### src/hdl/rra_pkg.sv
// Package for the rumble request arbiter: sizes, command and register codes,
// the entry format and the controller/datapath command and status structs.
// No dependencies.
`timescale 1ns / 1ps
`default_nettype none
package rra_pkg;

  localparam int ENTRIES = 8;
  localparam int MOTORS  = 2;
  localparam int NREP    = (MOTORS < 2) ? MOTORS : 2;
  localparam int IDX_W   = (ENTRIES > 1) ? $clog2(ENTRIES) : 1;
  localparam int CNT_W   = $clog2(ENTRIES + 1);
  localparam int MOT_W   = (MOTORS > 1) ? $clog2(MOTORS) : 1;
  localparam int ADDR_W  = MOT_W + IDX_W;
  localparam int DEPTH   = 2 ** ADDR_W;

  localparam logic [1:0] CMD_START = 2'd0;
  localparam logic [1:0] CMD_TICK  = 2'd1;
  localparam logic [1:0] CMD_STOP  = 2'd2;

  localparam int CFG_IDX_W = 1;
  localparam logic [CFG_IDX_W-1:0] CFG_ENABLE   = 1'b0;
  localparam logic [CFG_IDX_W-1:0] CFG_SUPPRESS = 1'b1;
  localparam logic       ENABLE_RST   = 1'b1;
  localparam logic [7:0] SUPPRESS_RST = 8'hFF;

  localparam int OP_W = 5;
  localparam logic [OP_W-1:0] OP_NONE       = 5'd0;
  localparam logic [OP_W-1:0] OP_LOAD       = 5'd1;
  localparam logic [OP_W-1:0] OP_STOP       = 5'd2;
  localparam logic [OP_W-1:0] OP_ACCEPT     = 5'd3;
  localparam logic [OP_W-1:0] OP_SCAN_INIT  = 5'd4;
  localparam logic [OP_W-1:0] OP_IDX_INC    = 5'd5;
  localparam logic [OP_W-1:0] OP_PUT        = 5'd6;
  localparam logic [OP_W-1:0] OP_APPEND     = 5'd7;
  localparam logic [OP_W-1:0] OP_WEAK_EVAL  = 5'd8;
  localparam logic [OP_W-1:0] OP_MOVE       = 5'd9;
  localparam logic [OP_W-1:0] OP_MOT_INC    = 5'd10;
  localparam logic [OP_W-1:0] OP_SEL_EVAL   = 5'd11;
  localparam logic [OP_W-1:0] OP_SEL_STORE  = 5'd12;
  localparam logic [OP_W-1:0] OP_EMIT       = 5'd13;
  localparam logic [OP_W-1:0] OP_EXP_INIT   = 5'd14;
  localparam logic [OP_W-1:0] OP_EXP_HIT    = 5'd15;
  localparam logic [OP_W-1:0] OP_EXP_MOVE   = 5'd16;
  localparam logic [OP_W-1:0] OP_IDX_DEC    = 5'd17;
  localparam logic [OP_W-1:0] OP_CLR_STOP   = 5'd18;

  typedef struct packed {
    logic [31:0] start;
    logic [15:0] dur;
    logic [7:0]  level;
    logic        script;
  } entry_t;

  typedef struct packed {
    logic [OP_W-1:0] op;
  } ctrl_t;

  typedef struct packed {
    logic [1:0] cmd;
    logic       start_ok;
    logic       script;
    logic       cnt_zero;
    logic       cnt_full;
    logic       idx_last;
    logic       idx_zero;
    logic       sel_zero;
    logic       rd_script;
    logic       expired;
    logic       weak_take;
    logic       mot_last_rep;
    logic       mot_last_all;
  } status_t;

endpackage
`default_nettype wire

### src/hdl/rumble_request_arbiter_top.sv
// Top level of the rumble request arbiter: joins rra_ctrl and rra_datapath.
// Depends on rra_pkg, rra_ctrl and rra_datapath.
//
// Usage:
//   Input: drive the in_ fields and pulse start while busy is low; the
//   request is taken at that edge and busy stays high until its work ends.
//   Start and stop requests give no result. A tick gives one result per
//   reported motor (motor 0 then motor 1) on consecutive cycles, each marked
//   by out_valid for one cycle, the final one with out_last.
//   Configuration: cfg_ready is always high; write only while busy is low.
//   Index 0 is the enable bit, index 1 the active suppress id.
//   Results of a tick appear after the selection scan. Each stored entry is
//   read through the one registered read port of the entry memory.
//   Reset: counts, hold-off and the stopped flag clear, enable goes to 1 and
//   the suppress id to -1. The entry memory is not cleared.
//   The receiver cannot stall; results are never held.
`timescale 1ns / 1ps
`default_nettype none
module rumble_request_arbiter_top (
  input  wire logic                          clk,
  input  wire logic                          rst_n,
  input  wire logic                          start,
  output logic                               busy,
  input  wire logic [1:0]                    in_command,
  input  wire logic [31:0]                   in_time_ms,
  input  wire logic [15:0]                   in_heavy_duration,
  input  wire logic [7:0]                    in_heavy_level,
  input  wire logic [15:0]                   in_light_duration,
  input  wire logic [7:0]                    in_light_level,
  input  wire logic [15:0]                   in_hold_off_ms,
  input  wire logic signed [7:0]             in_request_suppress_id,
  input  wire logic                          in_script_request,
  input  wire logic                          in_blocked,
  input  wire logic                          in_force_stop,
  output logic                               out_valid,
  output logic                               out_motor,
  output logic [7:0]                         out_drive_level,
  output logic                               out_shaking,
  output logic                               out_last,
  input  wire logic                          cfg_valid,
  output logic                               cfg_ready,
  input  wire logic [rra_pkg::CFG_IDX_W-1:0] cfg_index,
  input  wire logic [7:0]                    cfg_data
);

  rra_pkg::ctrl_t   ctrl;
  rra_pkg::status_t stat;
  logic             go;

  assign cfg_ready = 1'b1;
  assign go        = start && !busy;

  rra_ctrl u_ctrl (
    .clk   (clk),
    .rst_n (rst_n),
    .start (go),
    .stat  (stat),
    .busy  (busy),
    .ctrl  (ctrl)
  );

  rra_datapath u_dp (
    .clk                    (clk),
    .rst_n                  (rst_n),
    .ctrl                   (ctrl),
    .stat                   (stat),
    .cfg_we                 (cfg_valid && cfg_ready),
    .cfg_index              (cfg_index),
    .cfg_data               (cfg_data),
    .in_command             (in_command),
    .in_time_ms             (in_time_ms),
    .in_heavy_duration      (in_heavy_duration),
    .in_heavy_level         (in_heavy_level),
    .in_light_duration      (in_light_duration),
    .in_light_level         (in_light_level),
    .in_hold_off_ms         (in_hold_off_ms),
    .in_request_suppress_id (in_request_suppress_id),
    .in_script_request      (in_script_request),
    .in_blocked             (in_blocked),
    .in_force_stop          (in_force_stop),
    .out_valid              (out_valid),
    .out_motor              (out_motor),
    .out_drive_level        (out_drive_level),
    .out_shaking            (out_shaking),
    .out_last               (out_last)
  );

endmodule
`default_nettype wire

### src/hdl/rra_ctrl.sv
// Sequencer for the rumble request arbiter: walks start, tick and stop work.
// Depends on rra_pkg; drives rra_datapath through ctrl_t, reads status_t.
`timescale 1ns / 1ps
`default_nettype none
module rra_ctrl (
  input  wire logic            clk,
  input  wire logic            rst_n,
  input  wire logic            start,
  input  wire rra_pkg::status_t stat,
  output logic                 busy,
  output rra_pkg::ctrl_t       ctrl
);

  localparam logic [4:0] ST_IDLE    = 5'd0;
  localparam logic [4:0] ST_DISP    = 5'd1;
  localparam logic [4:0] ST_REQ     = 5'd2;
  localparam logic [4:0] ST_S_RD    = 5'd3;
  localparam logic [4:0] ST_S_EV    = 5'd4;
  localparam logic [4:0] ST_PLACE   = 5'd5;
  localparam logic [4:0] ST_W_RD    = 5'd6;
  localparam logic [4:0] ST_W_EV    = 5'd7;
  localparam logic [4:0] ST_W_DEC   = 5'd8;
  localparam logic [4:0] ST_L_RD    = 5'd9;
  localparam logic [4:0] ST_MOVE    = 5'd10;
  localparam logic [4:0] ST_PUT     = 5'd11;
  localparam logic [4:0] ST_NEXTM   = 5'd12;
  localparam logic [4:0] ST_T_SEL   = 5'd13;
  localparam logic [4:0] ST_T_RD    = 5'd14;
  localparam logic [4:0] ST_T_EV    = 5'd15;
  localparam logic [4:0] ST_T_STORE = 5'd16;
  localparam logic [4:0] ST_T_OUT   = 5'd17;
  localparam logic [4:0] ST_X_INIT  = 5'd18;
  localparam logic [4:0] ST_X_RD    = 5'd19;
  localparam logic [4:0] ST_X_EV    = 5'd20;
  localparam logic [4:0] ST_X_LRD   = 5'd21;
  localparam logic [4:0] ST_X_MOVE  = 5'd22;
  localparam logic [4:0] ST_X_NEXT  = 5'd23;

  logic [4:0] st_r, st_nxt;

  assign busy = (st_r != ST_IDLE);

  always_comb begin
    st_nxt  = st_r;
    ctrl.op = rra_pkg::OP_NONE;
    case (st_r)
      ST_IDLE: begin
        if (start) begin
          ctrl.op = rra_pkg::OP_LOAD;
          st_nxt  = ST_DISP;
        end
      end
      ST_DISP: begin
        case (stat.cmd)
          rra_pkg::CMD_START: begin
            if (stat.start_ok) begin
              ctrl.op = rra_pkg::OP_ACCEPT;
              st_nxt  = ST_REQ;
            end else begin
              st_nxt = ST_IDLE;
            end
          end
          rra_pkg::CMD_TICK: st_nxt = ST_T_SEL;
          rra_pkg::CMD_STOP: begin
            ctrl.op = rra_pkg::OP_STOP;
            st_nxt  = ST_IDLE;
          end
          default: st_nxt = ST_IDLE;
        endcase
      end
      ST_REQ: begin
        if (stat.script && !stat.cnt_zero) begin
          ctrl.op = rra_pkg::OP_SCAN_INIT;
          st_nxt  = ST_S_RD;
        end else begin
          st_nxt = ST_PLACE;
        end
      end
      ST_S_RD: st_nxt = ST_S_EV;
      ST_S_EV: begin
        if (stat.rd_script) begin
          ctrl.op = rra_pkg::OP_PUT;
          st_nxt  = ST_NEXTM;
        end else if (stat.idx_last) begin
          st_nxt = ST_PLACE;
        end else begin
          ctrl.op = rra_pkg::OP_IDX_INC;
          st_nxt  = ST_S_RD;
        end
      end
      ST_PLACE: begin
        if (!stat.cnt_full) begin
          ctrl.op = rra_pkg::OP_APPEND;
          st_nxt  = ST_NEXTM;
        end else begin
          ctrl.op = rra_pkg::OP_SCAN_INIT;
          st_nxt  = ST_W_RD;
        end
      end
      ST_W_RD: st_nxt = ST_W_EV;
      ST_W_EV: begin
        ctrl.op = rra_pkg::OP_WEAK_EVAL;
        st_nxt  = stat.idx_last ? ST_W_DEC : ST_W_RD;
      end
      ST_W_DEC: st_nxt = stat.weak_take ? ST_L_RD : ST_NEXTM;
      ST_L_RD:  st_nxt = ST_MOVE;
      ST_MOVE: begin
        ctrl.op = rra_pkg::OP_MOVE;
        st_nxt  = ST_PUT;
      end
      ST_PUT: begin
        ctrl.op = rra_pkg::OP_PUT;
        st_nxt  = ST_NEXTM;
      end
      ST_NEXTM: begin
        if (stat.mot_last_rep) begin
          st_nxt = ST_IDLE;
        end else begin
          ctrl.op = rra_pkg::OP_MOT_INC;
          st_nxt  = ST_REQ;
        end
      end
      ST_T_SEL: begin
        ctrl.op = rra_pkg::OP_SCAN_INIT;
        st_nxt  = stat.cnt_zero ? ST_T_STORE : ST_T_RD;
      end
      ST_T_RD: st_nxt = ST_T_EV;
      ST_T_EV: begin
        ctrl.op = rra_pkg::OP_SEL_EVAL;
        st_nxt  = (stat.rd_script || stat.idx_last) ? ST_T_STORE : ST_T_RD;
      end
      ST_T_STORE: begin
        ctrl.op = rra_pkg::OP_SEL_STORE;
        st_nxt  = stat.mot_last_rep ? ST_T_OUT : ST_T_SEL;
      end
      ST_T_OUT: begin
        ctrl.op = rra_pkg::OP_EMIT;
        st_nxt  = stat.mot_last_rep ? ST_X_INIT : ST_T_OUT;
      end
      ST_X_INIT: begin
        ctrl.op = rra_pkg::OP_EXP_INIT;
        st_nxt  = stat.cnt_zero ? ST_X_NEXT : ST_X_RD;
      end
      ST_X_RD: st_nxt = ST_X_EV;
      ST_X_EV: begin
        if (stat.expired) begin
          ctrl.op = rra_pkg::OP_EXP_HIT;
          st_nxt  = ST_X_LRD;
        end else if (stat.idx_zero) begin
          st_nxt = ST_X_NEXT;
        end else begin
          ctrl.op = rra_pkg::OP_IDX_DEC;
          st_nxt  = ST_X_RD;
        end
      end
      ST_X_LRD: st_nxt = ST_X_MOVE;
      ST_X_MOVE: begin
        ctrl.op = rra_pkg::OP_EXP_MOVE;
        st_nxt  = stat.sel_zero ? ST_X_NEXT : ST_X_RD;
      end
      ST_X_NEXT: begin
        if (stat.mot_last_all) begin
          ctrl.op = rra_pkg::OP_CLR_STOP;
          st_nxt  = ST_IDLE;
        end else begin
          ctrl.op = rra_pkg::OP_MOT_INC;
          st_nxt  = ST_X_INIT;
        end
      end
      default: st_nxt = ST_IDLE;
    endcase
  end

  always_ff @(posedge clk) begin
    if (!rst_n) begin
      st_r <= ST_IDLE;
    end else begin
      st_r <= st_nxt;
    end
  end

  a_load: assert property (@(posedge clk) disable iff (!rst_n)
    (st_r == ST_IDLE && start) |=> (st_r == ST_DISP))
    else $error("request not taken into dispatch");
  a_emit_end: assert property (@(posedge clk) disable iff (!rst_n)
    (st_r == ST_T_OUT && stat.mot_last_rep) |=> (st_r == ST_X_INIT))
    else $error("expiry did not follow last result");
  a_tick_end: assert property (@(posedge clk) disable iff (!rst_n)
    (ctrl.op == rra_pkg::OP_CLR_STOP) |=> !busy)
    else $error("tick did not finish");

endmodule
`default_nettype wire

### src/hdl/rra_datapath.sv
// Datapath for the rumble request arbiter: entry memory, counts, hold-off,
// configuration registers and result registers. Depends on rra_pkg.
`timescale 1ns / 1ps
`default_nettype none
module rra_datapath (
  input  wire logic                          clk,
  input  wire logic                          rst_n,
  input  wire rra_pkg::ctrl_t                ctrl,
  output rra_pkg::status_t                   stat,
  input  wire logic                          cfg_we,
  input  wire logic [rra_pkg::CFG_IDX_W-1:0] cfg_index,
  input  wire logic [7:0]                    cfg_data,
  input  wire logic [1:0]                    in_command,
  input  wire logic [31:0]                   in_time_ms,
  input  wire logic [15:0]                   in_heavy_duration,
  input  wire logic [7:0]                    in_heavy_level,
  input  wire logic [15:0]                   in_light_duration,
  input  wire logic [7:0]                    in_light_level,
  input  wire logic [15:0]                   in_hold_off_ms,
  input  wire logic signed [7:0]             in_request_suppress_id,
  input  wire logic                          in_script_request,
  input  wire logic                          in_blocked,
  input  wire logic                          in_force_stop,
  output logic                               out_valid,
  output logic                               out_motor,
  output logic [7:0]                         out_drive_level,
  output logic                               out_shaking,
  output logic                               out_last
);

  localparam int IW = rra_pkg::IDX_W;
  localparam int CW = rra_pkg::CNT_W;
  localparam int MW = rra_pkg::MOT_W;

  rra_pkg::entry_t mem [rra_pkg::DEPTH];
  rra_pkg::entry_t rd_r;

  logic [1:0]  cmd_r;
  logic [31:0] now_r;
  logic [15:0] hdur_r, ldur_r, hold_r;
  logic [7:0]  hlev_r, llev_r, rid_r;
  logic        script_r, blocked_r, force_r;

  logic        en_r;
  logic [7:0]  sid_r;
  logic [CW-1:0] cnt_r [rra_pkg::MOTORS];
  logic [CW-1:0] cnt_nxt [rra_pkg::MOTORS];
  logic [31:0] hold_until_r, hold_until_nxt;
  logic [7:0]  hold_level_r, hold_level_nxt;
  logic        stopped_r, stopped_nxt;
  logic [MW-1:0] mot_r, mot_nxt;
  logic [IW-1:0] idx_r, idx_nxt, sel_r, sel_nxt;
  logic        found_r, found_nxt;
  logic [7:0]  blevel_r, blevel_nxt;
  logic [7:0]  lv_r [2];
  logic [7:0]  lv_nxt [2];
  logic        any_r, any_nxt;
  logic        out_valid_r, out_valid_nxt, out_motor_r, out_motor_nxt;
  logic [7:0]  out_level_r, out_level_nxt;
  logic        out_shaking_r, out_shaking_nxt, out_last_r, out_last_nxt;

  logic [CW-1:0] cnt_cur;
  logic [IW-1:0] last_idx;
  logic [7:0]  new_lev;
  logic [15:0] new_dur;
  rra_pkg::entry_t new_entry, wr_data;
  logic        wr_en;
  logic [IW-1:0] wr_idx;
  logic [31:0] end_time;

  assign cnt_cur   = cnt_r[mot_r];
  assign last_idx  = IW'(cnt_cur - CW'(1));
  assign new_lev   = (mot_r == MW'(0)) ? hlev_r : llev_r;
  assign new_dur   = (mot_r == MW'(0)) ? hdur_r : ldur_r;
  assign new_entry = '{start: now_r, dur: new_dur, level: new_lev, script: script_r};
  assign end_time  = rd_r.start + {16'd0, rd_r.dur};

  always_comb begin
    stat.cmd          = cmd_r;
    stat.start_ok     = en_r && !blocked_r && !stopped_r && (rid_r == sid_r) &&
                        !((now_r < hold_until_r) &&
                          (((hlev_r > llev_r) ? hlev_r : llev_r) <= hold_level_r));
    stat.script       = script_r;
    stat.cnt_zero     = (cnt_cur == CW'(0));
    stat.cnt_full     = (cnt_cur == CW'(rra_pkg::ENTRIES));
    stat.idx_last     = ((CW'(idx_r) + CW'(1)) == cnt_cur);
    stat.idx_zero     = (idx_r == IW'(0));
    stat.sel_zero     = (sel_r == IW'(0));
    stat.rd_script    = rd_r.script;
    stat.expired      = (now_r >= end_time);
    stat.weak_take    = found_r && (blevel_r <= new_lev);
    stat.mot_last_rep = (mot_r == MW'(rra_pkg::NREP - 1));
    stat.mot_last_all = (mot_r == MW'(rra_pkg::MOTORS - 1));
  end

  always_comb begin
    cnt_nxt         = cnt_r;
    hold_until_nxt  = hold_until_r;
    hold_level_nxt  = hold_level_r;
    stopped_nxt     = stopped_r;
    mot_nxt         = mot_r;
    idx_nxt         = idx_r;
    sel_nxt         = sel_r;
    found_nxt       = found_r;
    blevel_nxt      = blevel_r;
    lv_nxt          = lv_r;
    any_nxt         = any_r;
    out_valid_nxt   = 1'b0;
    out_motor_nxt   = out_motor_r;
    out_level_nxt   = out_level_r;
    out_shaking_nxt = out_shaking_r;
    out_last_nxt    = out_last_r;
    wr_en           = 1'b0;
    wr_idx          = idx_r;
    wr_data         = new_entry;
    case (ctrl.op)
      rra_pkg::OP_LOAD: begin
        mot_nxt = '0;
        any_nxt = 1'b0;
      end
      rra_pkg::OP_STOP: begin
        for (int m = 0; m < rra_pkg::MOTORS; m++) begin
          cnt_nxt[m] = '0;
        end
        if (force_r) begin
          stopped_nxt = 1'b1;
        end
      end
      rra_pkg::OP_ACCEPT: begin
        hold_until_nxt = now_r + {16'd0, hold_r};
        hold_level_nxt = (hlev_r > llev_r) ? hlev_r : llev_r;
        mot_nxt        = '0;
      end
      rra_pkg::OP_SCAN_INIT: begin
        idx_nxt    = '0;
        found_nxt  = 1'b0;
        blevel_nxt = '0;
      end
      rra_pkg::OP_IDX_INC: idx_nxt = idx_r + IW'(1);
      rra_pkg::OP_IDX_DEC: idx_nxt = idx_r - IW'(1);
      rra_pkg::OP_PUT: wr_en = 1'b1;
      rra_pkg::OP_APPEND: begin
        wr_en          = 1'b1;
        wr_idx         = IW'(cnt_cur);
        cnt_nxt[mot_r] = cnt_cur + CW'(1);
      end
      rra_pkg::OP_WEAK_EVAL: begin
        if (!rd_r.script && (!found_r || rd_r.level < blevel_r)) begin
          found_nxt  = 1'b1;
          blevel_nxt = rd_r.level;
          sel_nxt    = idx_r;
        end
        if (!stat.idx_last) begin
          idx_nxt = idx_r + IW'(1);
        end
      end
      rra_pkg::OP_MOVE: begin
        wr_en   = 1'b1;
        wr_idx  = sel_r;
        wr_data = rd_r;
      end
      rra_pkg::OP_MOT_INC: mot_nxt = mot_r + MW'(1);
      rra_pkg::OP_SEL_EVAL: begin
        if (rd_r.script || rd_r.level >= blevel_r) begin
          found_nxt  = 1'b1;
          blevel_nxt = rd_r.level;
        end
        if (!rd_r.script && !stat.idx_last) begin
          idx_nxt = idx_r + IW'(1);
        end
      end
      rra_pkg::OP_SEL_STORE: begin
        lv_nxt[mot_r[0]] = blevel_r;
        any_nxt          = any_r | found_r;
        mot_nxt          = stat.mot_last_rep ? MW'(0) : mot_r + MW'(1);
      end
      rra_pkg::OP_EMIT: begin
        out_valid_nxt   = 1'b1;
        out_motor_nxt   = mot_r[0];
        out_level_nxt   = lv_r[mot_r[0]];
        out_shaking_nxt = any_r;
        out_last_nxt    = stat.mot_last_rep;
        mot_nxt         = stat.mot_last_rep ? MW'(0) : mot_r + MW'(1);
      end
      rra_pkg::OP_EXP_INIT: idx_nxt = last_idx;
      rra_pkg::OP_EXP_HIT: begin
        sel_nxt = idx_r;
        idx_nxt = last_idx;
      end
      rra_pkg::OP_EXP_MOVE: begin
        wr_en          = 1'b1;
        wr_idx         = sel_r;
        wr_data        = rd_r;
        cnt_nxt[mot_r] = cnt_cur - CW'(1);
        idx_nxt        = sel_r - IW'(1);
      end
      rra_pkg::OP_CLR_STOP: stopped_nxt = 1'b0;
      default: begin
      end
    endcase
  end

  always_ff @(posedge clk) begin
    if (wr_en) begin
      mem[{mot_r, wr_idx}] <= wr_data;
    end
    rd_r <= mem[{mot_r, idx_r}];
  end

  always_ff @(posedge clk) begin
    if (ctrl.op == rra_pkg::OP_LOAD) begin
      cmd_r     <= in_command;
      now_r     <= in_time_ms;
      hdur_r    <= in_heavy_duration;
      hlev_r    <= in_heavy_level;
      ldur_r    <= in_light_duration;
      llev_r    <= in_light_level;
      hold_r    <= in_hold_off_ms;
      rid_r     <= in_request_suppress_id;
      script_r  <= in_script_request;
      blocked_r <= in_blocked;
      force_r   <= in_force_stop;
    end
    idx_r         <= idx_nxt;
    sel_r         <= sel_nxt;
    found_r       <= found_nxt;
    blevel_r      <= blevel_nxt;
    lv_r          <= lv_nxt;
    any_r         <= any_nxt;
    out_motor_r   <= out_motor_nxt;
    out_level_r   <= out_level_nxt;
    out_shaking_r <= out_shaking_nxt;
    out_last_r    <= out_last_nxt;
  end

  always_ff @(posedge clk) begin
    if (!rst_n) begin
      en_r         <= rra_pkg::ENABLE_RST;
      sid_r        <= rra_pkg::SUPPRESS_RST;
      for (int m = 0; m < rra_pkg::MOTORS; m++) begin
        cnt_r[m] <= '0;
      end
      hold_until_r <= '0;
      hold_level_r <= '0;
      stopped_r    <= 1'b0;
      mot_r        <= '0;
      out_valid_r  <= 1'b0;
    end else begin
      if (cfg_we) begin
        if (cfg_index == rra_pkg::CFG_ENABLE) begin
          en_r <= cfg_data[0];
        end else begin
          sid_r <= cfg_data;
        end
      end
      cnt_r        <= cnt_nxt;
      hold_until_r <= hold_until_nxt;
      hold_level_r <= hold_level_nxt;
      stopped_r    <= stopped_nxt;
      mot_r        <= mot_nxt;
      out_valid_r  <= out_valid_nxt;
    end
  end

  assign out_valid       = out_valid_r;
  assign out_motor       = out_motor_r;
  assign out_drive_level = out_level_r;
  assign out_shaking     = out_shaking_r;
  assign out_last        = out_last_r;

  a_cnt_bound: assert property (@(posedge clk) disable iff (!rst_n)
    cnt_cur <= CW'(rra_pkg::ENTRIES))
    else $error("entry count above table size");
  a_append_room: assert property (@(posedge clk) disable iff (!rst_n)
    (ctrl.op == rra_pkg::OP_APPEND) |-> !stat.cnt_full)
    else $error("append into full table");
  a_out_pair: assert property (@(posedge clk) disable iff (!rst_n)
    (out_valid_r && !out_last_r) |=> (out_valid_r && out_last_r))
    else $error("tick results not back to back");

endmodule
`default_nettype wire
### config.mk
export PLATFORM = sky130hd
export DESIGN_NAME = rumble_request_arbiter_top
export DESIGN_NICKNAME = d
export VERILOG_FILES = /design/src/hdl/rra_pkg.sv /design/src/hdl/rumble_request_arbiter_top.sv /design/src/hdl/rra_ctrl.sv /design/src/hdl/rra_datapath.sv
export SDC_FILE = /design/constraint.sdc
export NUM_CORES = 1
export LEC_CHECK = 0
export ABC_CLOCK_PERIOD_IN_PS = 6100
export BUFFER_PORTS_ARGS = -buffer_cell sky130_fd_sc_hd__buf_4
export CORE_ASPECT_RATIO = 0.6
export CORE_MARGIN = 5
export CORE_UTILIZATION = 62
export DETAILED_ROUTE_END_ITERATION = 10
export HOLD_SLACK_MARGIN = 0.12
export PLACE_DENSITY_LB_ADDON = 0.2
export SETUP_SLACK_MARGIN = 0.2
export SYNTH_ARGS = -nofsm -noshare
export SYNTH_HDL_FRONTEND = slang
export SYNTH_SLANG_ARGS = --single-unit
### constraint.sdc
create_clock -name clk -period 6.1 [get_ports clk]
set_input_delay 0.915 -clock clk [delete_from_list [all_inputs] [get_ports clk]]
set_output_delay 0.915 -clock clk [all_outputs]
set_load 0.05 [all_outputs]
After elaboration in Yosys (flattened, before gate mapping)
Memories as Yosys holds them, arrays and structs flattened. A register that Yosys moved wholly into a read port is not among the register bits.
Cells that the tools add are included.
{"block": "word_totals", "register_bits": 216, "mem_bits_rw": 912, "input_bits": 122, "output_inout_bits": 14, "wordCells": 222, "n_memories": 1}
{"block": "op_classes", "addsub": 9, "n_lt_le_gt_ge": 9, "eq_ne": 52, "mux": 71, "bitwise_logic": 3, "n_reduce_logical": 46}
{"memory": "u_dp.mem", "depth": 16, "word_bits": 57, "rd": 1, "rd_clocked_by_memory_dff": 1, "write_ports": 1, "line_no": "rra_datapath.sv:35", "text": "rra_pkg::entry_t mem [rra_pkg::DEPTH];"}
{"op": "case mux 5 bit (24 select lines)", "n": 1}
{"op": "case mux 5 bit (17 select lines)", "n": 1}
{"op": "equality test 5 x 4 -> 1 bit, second input constant", "n": 16}
{"op": "adder 32 x 16 -> 32 bit", "n": 2}
{"op": "2-to-1 mux 8 bit", "n": 8}
{"op": "2-to-1 mux 57 bit", "n": 1}
{"op": "equality test 5 bit, second input constant", "n": 11}
{"op": "2-to-1 mux 5 bit", "n": 11}
{"op": "case mux 8 bit (3 select lines)", "n": 2}
{"op": "equality test 5 x 3 -> 1 bit, second input constant", "n": 8}
{"op": "2-to-1 mux 3 bit", "n": 11}
{"op": "greater-or-equal comparator 32 bit", "n": 1}
{"op": "less-than comparator 32 bit", "n": 1}
{"op": "2-to-1 mux 4 bit", "n": 7}
{"op": "case mux 3 bit (7 select lines)", "n": 1}
{"op": "equality test 5 x 2 -> 1 bit, second input constant", "n": 4}
{"op": "bitwise mux 16 bit", "n": 1}
{"op": "bitwise mux 8 bit", "n": 2}
{"op": "<= comparator 8 bit", "n": 2}
{"op": "2-to-1 mux 16 bit", "n": 1}
{"op": "case mux 3 bit (2 select lines)", "n": 2}
{"op": "logical AND 1 bit", "n": 11}
{"op": "equality test 5 x 1 -> 1 bit, second input constant", "n": 2}
{"op": "2-to-1 mux 2 bit", "n": 5}
{"op": "42 further kinds", "n": 78}

Longest topological paths before layout
{"block": "logic_depth", "ltp_word": 14, "depth_mapped": 22, "mapped_depth_nobuf": 22}

Modules after synthesis
Synthesis repeated with hierarchy kept, for this count alone.
{"block": "unflattened", "hier_cells": 3148, "hier_area_um2": 49927.9}
{"mod": "rra_datapath", "instances": 1, "cells_each": 3002, "area_each_um2": 48944.4}
{"mod": "rra_ctrl", "instances": 1, "cells_each": 143, "area_each_um2": 958.4}
{"mod": "rumble_request_arbiter_top", "instances": 1, "cells_each": 3, "area_each_um2": 25.0}

Worst setup path after synthesis
Ideal clock, no wire load.
{"block": "synth_path", "kind": "register to register", "startpoint": "register u_dp.rd_r[9] (netlist name)", "endpoint": "register u_dp.blevel_r[0] (enable)", "t_arrival_ps": 4801, "path_slack_ps": 921, "path_stages_with_launch": 23, "path_buffers": 0, "period_less_slack_ps": 5179, "cell_sequence": "dfxtp_1 ha_1 inv_1 fa_1 nor2b_1 o21ai_1 a21oi_1 a2111oi_2 o211ai_1 a311o_1 a21oi_2 nor2b_1 xnor2_1 ha_1 a21oi_1 nand2_1 a221oi_1 o211ai_1 o21ai_0 a21boi_0 and4_1 nand3b_1 a21oi_1"}
{"block": "synth_via", "elab_chain_cells": 7, "elab_cells_between_ends": 11, "classes_between": "add/sub: 1; order compare: 1; eq/ne: 5; mux: 2; reduce/logical: 2"}
{"element": "adder 32 x 16 -> 32 bit (*)", "line_no": "rra_datapath.sv:76", "text": "assign end_time = rd_r.start + {16'd0, rd_r.dur};"}
{"element": "greater-or-equal comparator 32 bit (*)", "line_no": "rra_datapath.sv:90", "text": "stat.expired = (now_r >= end_time);"}
{"element": "2-to-1 mux 5 bit (*)", "line_no": "rra_ctrl.sv:146", "text": "if (stat.expired) begin"}
{"element": "case mux 5 bit (17 select lines) (*)", "line_no": "rra_ctrl.sv:46", "text": "case (st_r)"}
{"element": "equality test 5 x 4 -> 1 bit or equality test 5 x 3 -> 1 bit (tied branches)", "line_no": "rra_datapath.sv:116", "text": "case (ctrl.op)"}
{"element": "!= test 2 x 1 -> 1 bit (no line) or nonzero test 3 bit (tied branches)"}
{"element": "AND reduction 3 bit (no line) (*)"}
{"element": "end signal, assigned", "line_no": "rra_datapath.sv:227", "text": "blevel_r <= blevel_nxt;"}
{"element": "end, declared", "line_no": "rra_datapath.sv:54", "text": "logic [7:0] blevel_r, blevel_nxt;"}
Mark *: on every way between the ends. The rest lies on a longest branch, timed or not.
A chain may end at the register's enable or synchronous reset.

Worst setup path after layout
{"block": "layout_path", "startpoint": "register u_dp.rd_r[10] (netlist name)", "endpoint": "register u_dp.blevel_r[0] (enable)"}
{"block": "layout_via", "elab_chain_cells": 7, "elab_cells_between_ends": 11, "classes_between": "add/sub: 1; order compare: 1; eq/ne: 5; mux: 2; reduce/logical: 2"}
{"element": "adder 32 x 16 -> 32 bit (*)", "line_no": "rra_datapath.sv:76"}
{"element": "greater-or-equal comparator 32 bit (*)", "line_no": "rra_datapath.sv:90"}
{"element": "2-to-1 mux 5 bit (*)", "line_no": "rra_ctrl.sv:146"}
{"element": "case mux 5 bit (17 select lines) (*)", "line_no": "rra_ctrl.sv:46"}
{"element": "equality test 5 x 4 -> 1 bit or equality test 5 x 3 -> 1 bit (tied branches)", "line_no": "rra_datapath.sv:116"}
{"element": "!= test 2 x 1 -> 1 bit (no line) or nonzero test 3 bit (tied branches)"}
{"element": "AND reduction 3 bit (no line) (*)"}
Marks and branches as above.

==> results.cfg <==
[placed_design]
place.gp.congestion = 0.914
post_dp_cell_area_um2 = 51700
dpl.hpwl_mm = 69.7
io_buffers = 134

[floorplanning]
rows = 79
die_y_um = 227
io_pins = 136
die-area_um2 = 84700
chipWidth_um = 372
initial_core_util = 0.628
core_area_um2 = 77800

[logic_synthesis]
synth_cell_type_count = 77
ys_warn_count = 0
synthArstFlopShare = 0
syn-num-nets = 3030
synthCells = 2774
synth_edf_count = 1063
synth_area_um2 = 48900
ys_ff_latch = 1185
yosysSeqAreaShare = 0.703
syn-mean-instance-area_um2 = 17.6
synth_ff_type = edfxtp_1

[power]
vdd_drop_max_mv = 0.312
cellPowerDensity_nw_per_um2 = 439
p_leak_uw = 0.0183

[critical_path]
path_cells = ha_1 > a21o_1 > a21oi_1 > nor2b_1 > o31ai_1 > a21boi_1 > a41oi_1 > a21oi_2 > nand3_1 > xor2_1 > ha_1 > a21oi_1 > nor2_1 > a2111oi_4 > o21ai_1 > o21ai_0 > buf_4 > a21boi_0 > buf_4 > and4_1 > nand3b_1 > a21oi_1 > buf_4
cp_num_cells = 23
cp-startpoint = u_dp.rd_r[10]$_DFF_P_
worstReg2RegStart = u_dp.rd_r[10]$_DFF_P_
crit_family = compound AO/OA/AOI/OAI gates
slowest_delay_ns = 0.44
critPathBufInv = 3
start_kind = flip-flop
cp.arrival_ns = 5.95
crit_type = reg -> reg
cp.required_ns = 6.51
critPathMaxFanout = 9
rr_worst_depth = 23
crit_slowest_cell = a41oi_1
worst_setup_path_end_kind = flip-flop

[timing]
hold_viol = 0
min_period_ns = 5.54
finClkSkew_ns = 0.0364
slew_viol_final = 0
tightestPinTransition_ns = 1.35
final.setup.tns_ns = 0
max_freq_mhz = 180
timing.slew.headroom = 0.0999
rsz0062_at_grt = false
final_min_period_over_clock_period = 0.909
setup_viol = 0

[route]
drtIter0Drc = 3433
ant_nets = 0
via_count = 27000
first_pass_iters = 6
drc_errors = 0
wl_mm = 119
wl_per_cell_um = 29.0
via_per_inst = 6.56

[global_routing]
grt_max_degree = 145
grt_pass1_wl_mm = 175
grt_util_all_layers = 0.286
antenna_found_initial = 4
grt_pass1_vias = 26900
grt_remaining_overflow = 0

[finish]
drive_gt1_frac = 0.228
syn_to_final_growth_pct = 12.9
design_area_um2 = 55100
final_util = 0.709
finalNetCount = 3232

[clock_tree]
clock_sinks = 1185
cts_tree = built
path_clk_slew_ns = 0.07
clockRootBuffer = clkbuf_16
clockBufferDepth = 3
clk_latency_ns = 0.72
cts_htree_levels = 3
cts_buffers = 103

[hold_path]
hold_depth = 1
hold_path_class = in -> reg
hold_start = in_heavy_duration[15]

[job]
maxCapViolCount = 0

[outcome]
status = finished, final reports clean
-- registers in the layout, indices dropped and copies added, names as in the netlist, 16 cells and up --
register,cells
u_dp.ldur_r,16
u_dp.hold_r,16
u_dp.lv_r,16
u_dp.hdur_r,16
u_dp.mem,912
u_dp.rd_r,56
u_dp.now_r,32
u_dp.hold_until_r,32
-- stage by stage --
step	power [uW]	std cells	setup slack (ns)	hold slack (ns)
after floorplan	15400	2774	0.921	0.421
final	24200	4117	0.556	0.368
after CTS	24100	4113	0.416	0.317
after global routing	25300	4116	0.191	0.328
after detailed placement	17600	3921	0.458	0.445
after global placement	17300	3921	0.663	0.441
-- Yosys cell counts, drive strengths merged (15+ instances only) --
cell / instances / share of area
edfxtp: 1063 / 0.65
xor2: 41 / 0.0073
xnor2: 29 / 0.0052
nor2b: 26 / 0.0034
buf: 44 / 0.0041
ha: 132 / 0.034
dfxtp: 122 / 0.050
a211oi: 24 / 0.0037
inv: 81 / 0.0062
nor3: 23 / 0.0025
nor2: 140 / 0.011
nand2b: 23 / 0.0029
nand3: 40 / 0.0041
a21o: 15 / 0.0023
clkbuf: 70 / 0.0054
nand2: 208 / 0.016
a21oi: 127 / 0.013
nand4: 22 / 0.0028
mux4: 285 / 0.13
and2: 15 / 0.0019
mux2i: 30 / 0.0067
o21ai: 56 / 0.0057
mux2: 16 / 0.0037
-- power breakdown --
group / internal (uW) / leakage [uW] / switching (uW)
registers: 10200 / 0.0106 / 628
logic: 2740 / 0.00610 / 4090
clock network: 3560 / 0.00162 / 2970
total: 16500 / 0.0183 / 7690
-- cell usage in the layout, fill, tap and decap left out, types with 23 or more instances in the layout --
cell and instances:
edfxtp_1 1063, mux4_2 285, nand2_1 208, buf_4 186, ha_1 132, a21oi_1 124, nor2_1 123, dfxtp_1 121
clkbuf_16 103, inv_1 80, o21ai_0 52, xor2_1 41, nand3_1 40, xnor2_1 29, mux2i_1 27, clkbuf_1 26
nor2b_1 25, buf_12 25, a211oi_1 24, nand2b_1 23
-- timing repair --
| action | in CTS | in global routing |
|---|---|---|
| endpoints found under the setup margin | 0 | 12 |
| endpoints found under the hold margin | 0 | 0 |
| setup buffers | 0 | 3 |
| hold buffers | 0 | 0 |
| gates resized for setup | 0 | 5 |
-- worst reg2reg max path, cell delays in order, from the launching register on --
cell       delay, ns
dfxtp_1         0.34
ha_1            0.30
a21o_1          0.15
a21oi_1         0.21
nor2b_1         0.10
o31ai_1         0.39
a21boi_1        0.23
a41oi_1         0.44
a21oi_2         0.24
nand3_1         0.17
xor2_1          0.18
ha_1            0.27
a21oi_1         0.17
nor2_1          0.10
a2111oi_4       0.34
o21ai_1         0.16
o21ai_0         0.20
buf_4           0.18
a21boi_0        0.19
buf_4           0.16
and4_1          0.19
nand3b_1        0.16
a21oi_1         0.17
buf_4           0.19
-- worst paths after layout --
path	end	slack [ns]
max	u_dp.blevel_r[0]$_SDFFCE_PN0P_	0.56
min	u_dp.hdur_r[15]$_DFFE_PP_	0.37
min reg2reg	u_dp.hold_until_r[6]$_SDFFE_PN0P_	0.46
max reg2reg	u_dp.blevel_r[0]$_SDFFCE_PN0P_	0.56
-- final cells by class --
type / instances / area [um2]
antenna: 1 / 2.50
clock buffer: 132 / 2720
clock inverter: 60 / 633
fill: 4674 / 22600
inverter: 82 / 310
multi-input combinational: 1393 / 13900
sequential: 1185 / 34400
tap: 1053 / 1320
timing repair buffer: 211 / 1900
-- layer usage --
metal | vias to the layer above | global-route usage | share of wire
met2 | 1540 | 0.436 | 0.46
met5 | - | 0 | 0.00044
li1 | 11400 | - | -
met1 | 13800 | 0.414 | 0.40
met3 | 207 | 0.0904 | 0.12
met4 | 6 | 0.0725 | 0.025
-- kinds of logic (layout without fill, tap and decap cells) --
logic type | count (synthesis) | in the layout | synth area share
AOI/OAI and AO/OA | 319 | 319 | 0.0413
xor gates and xnor gates | 70 | 70 | 0.0125
adders and majority gates | 134 | 134 | 0.0346
buffers and inverters | 196 | 485 | 0.0157
DFF | 1185 | 1185 | 0.703
muxes | 331 | 331 | 0.142
other | 1 | 2 | 0.0000768
and+or+nand+nor | 538 | 538 | 0.0507
(Power assumes the default switching activity.)
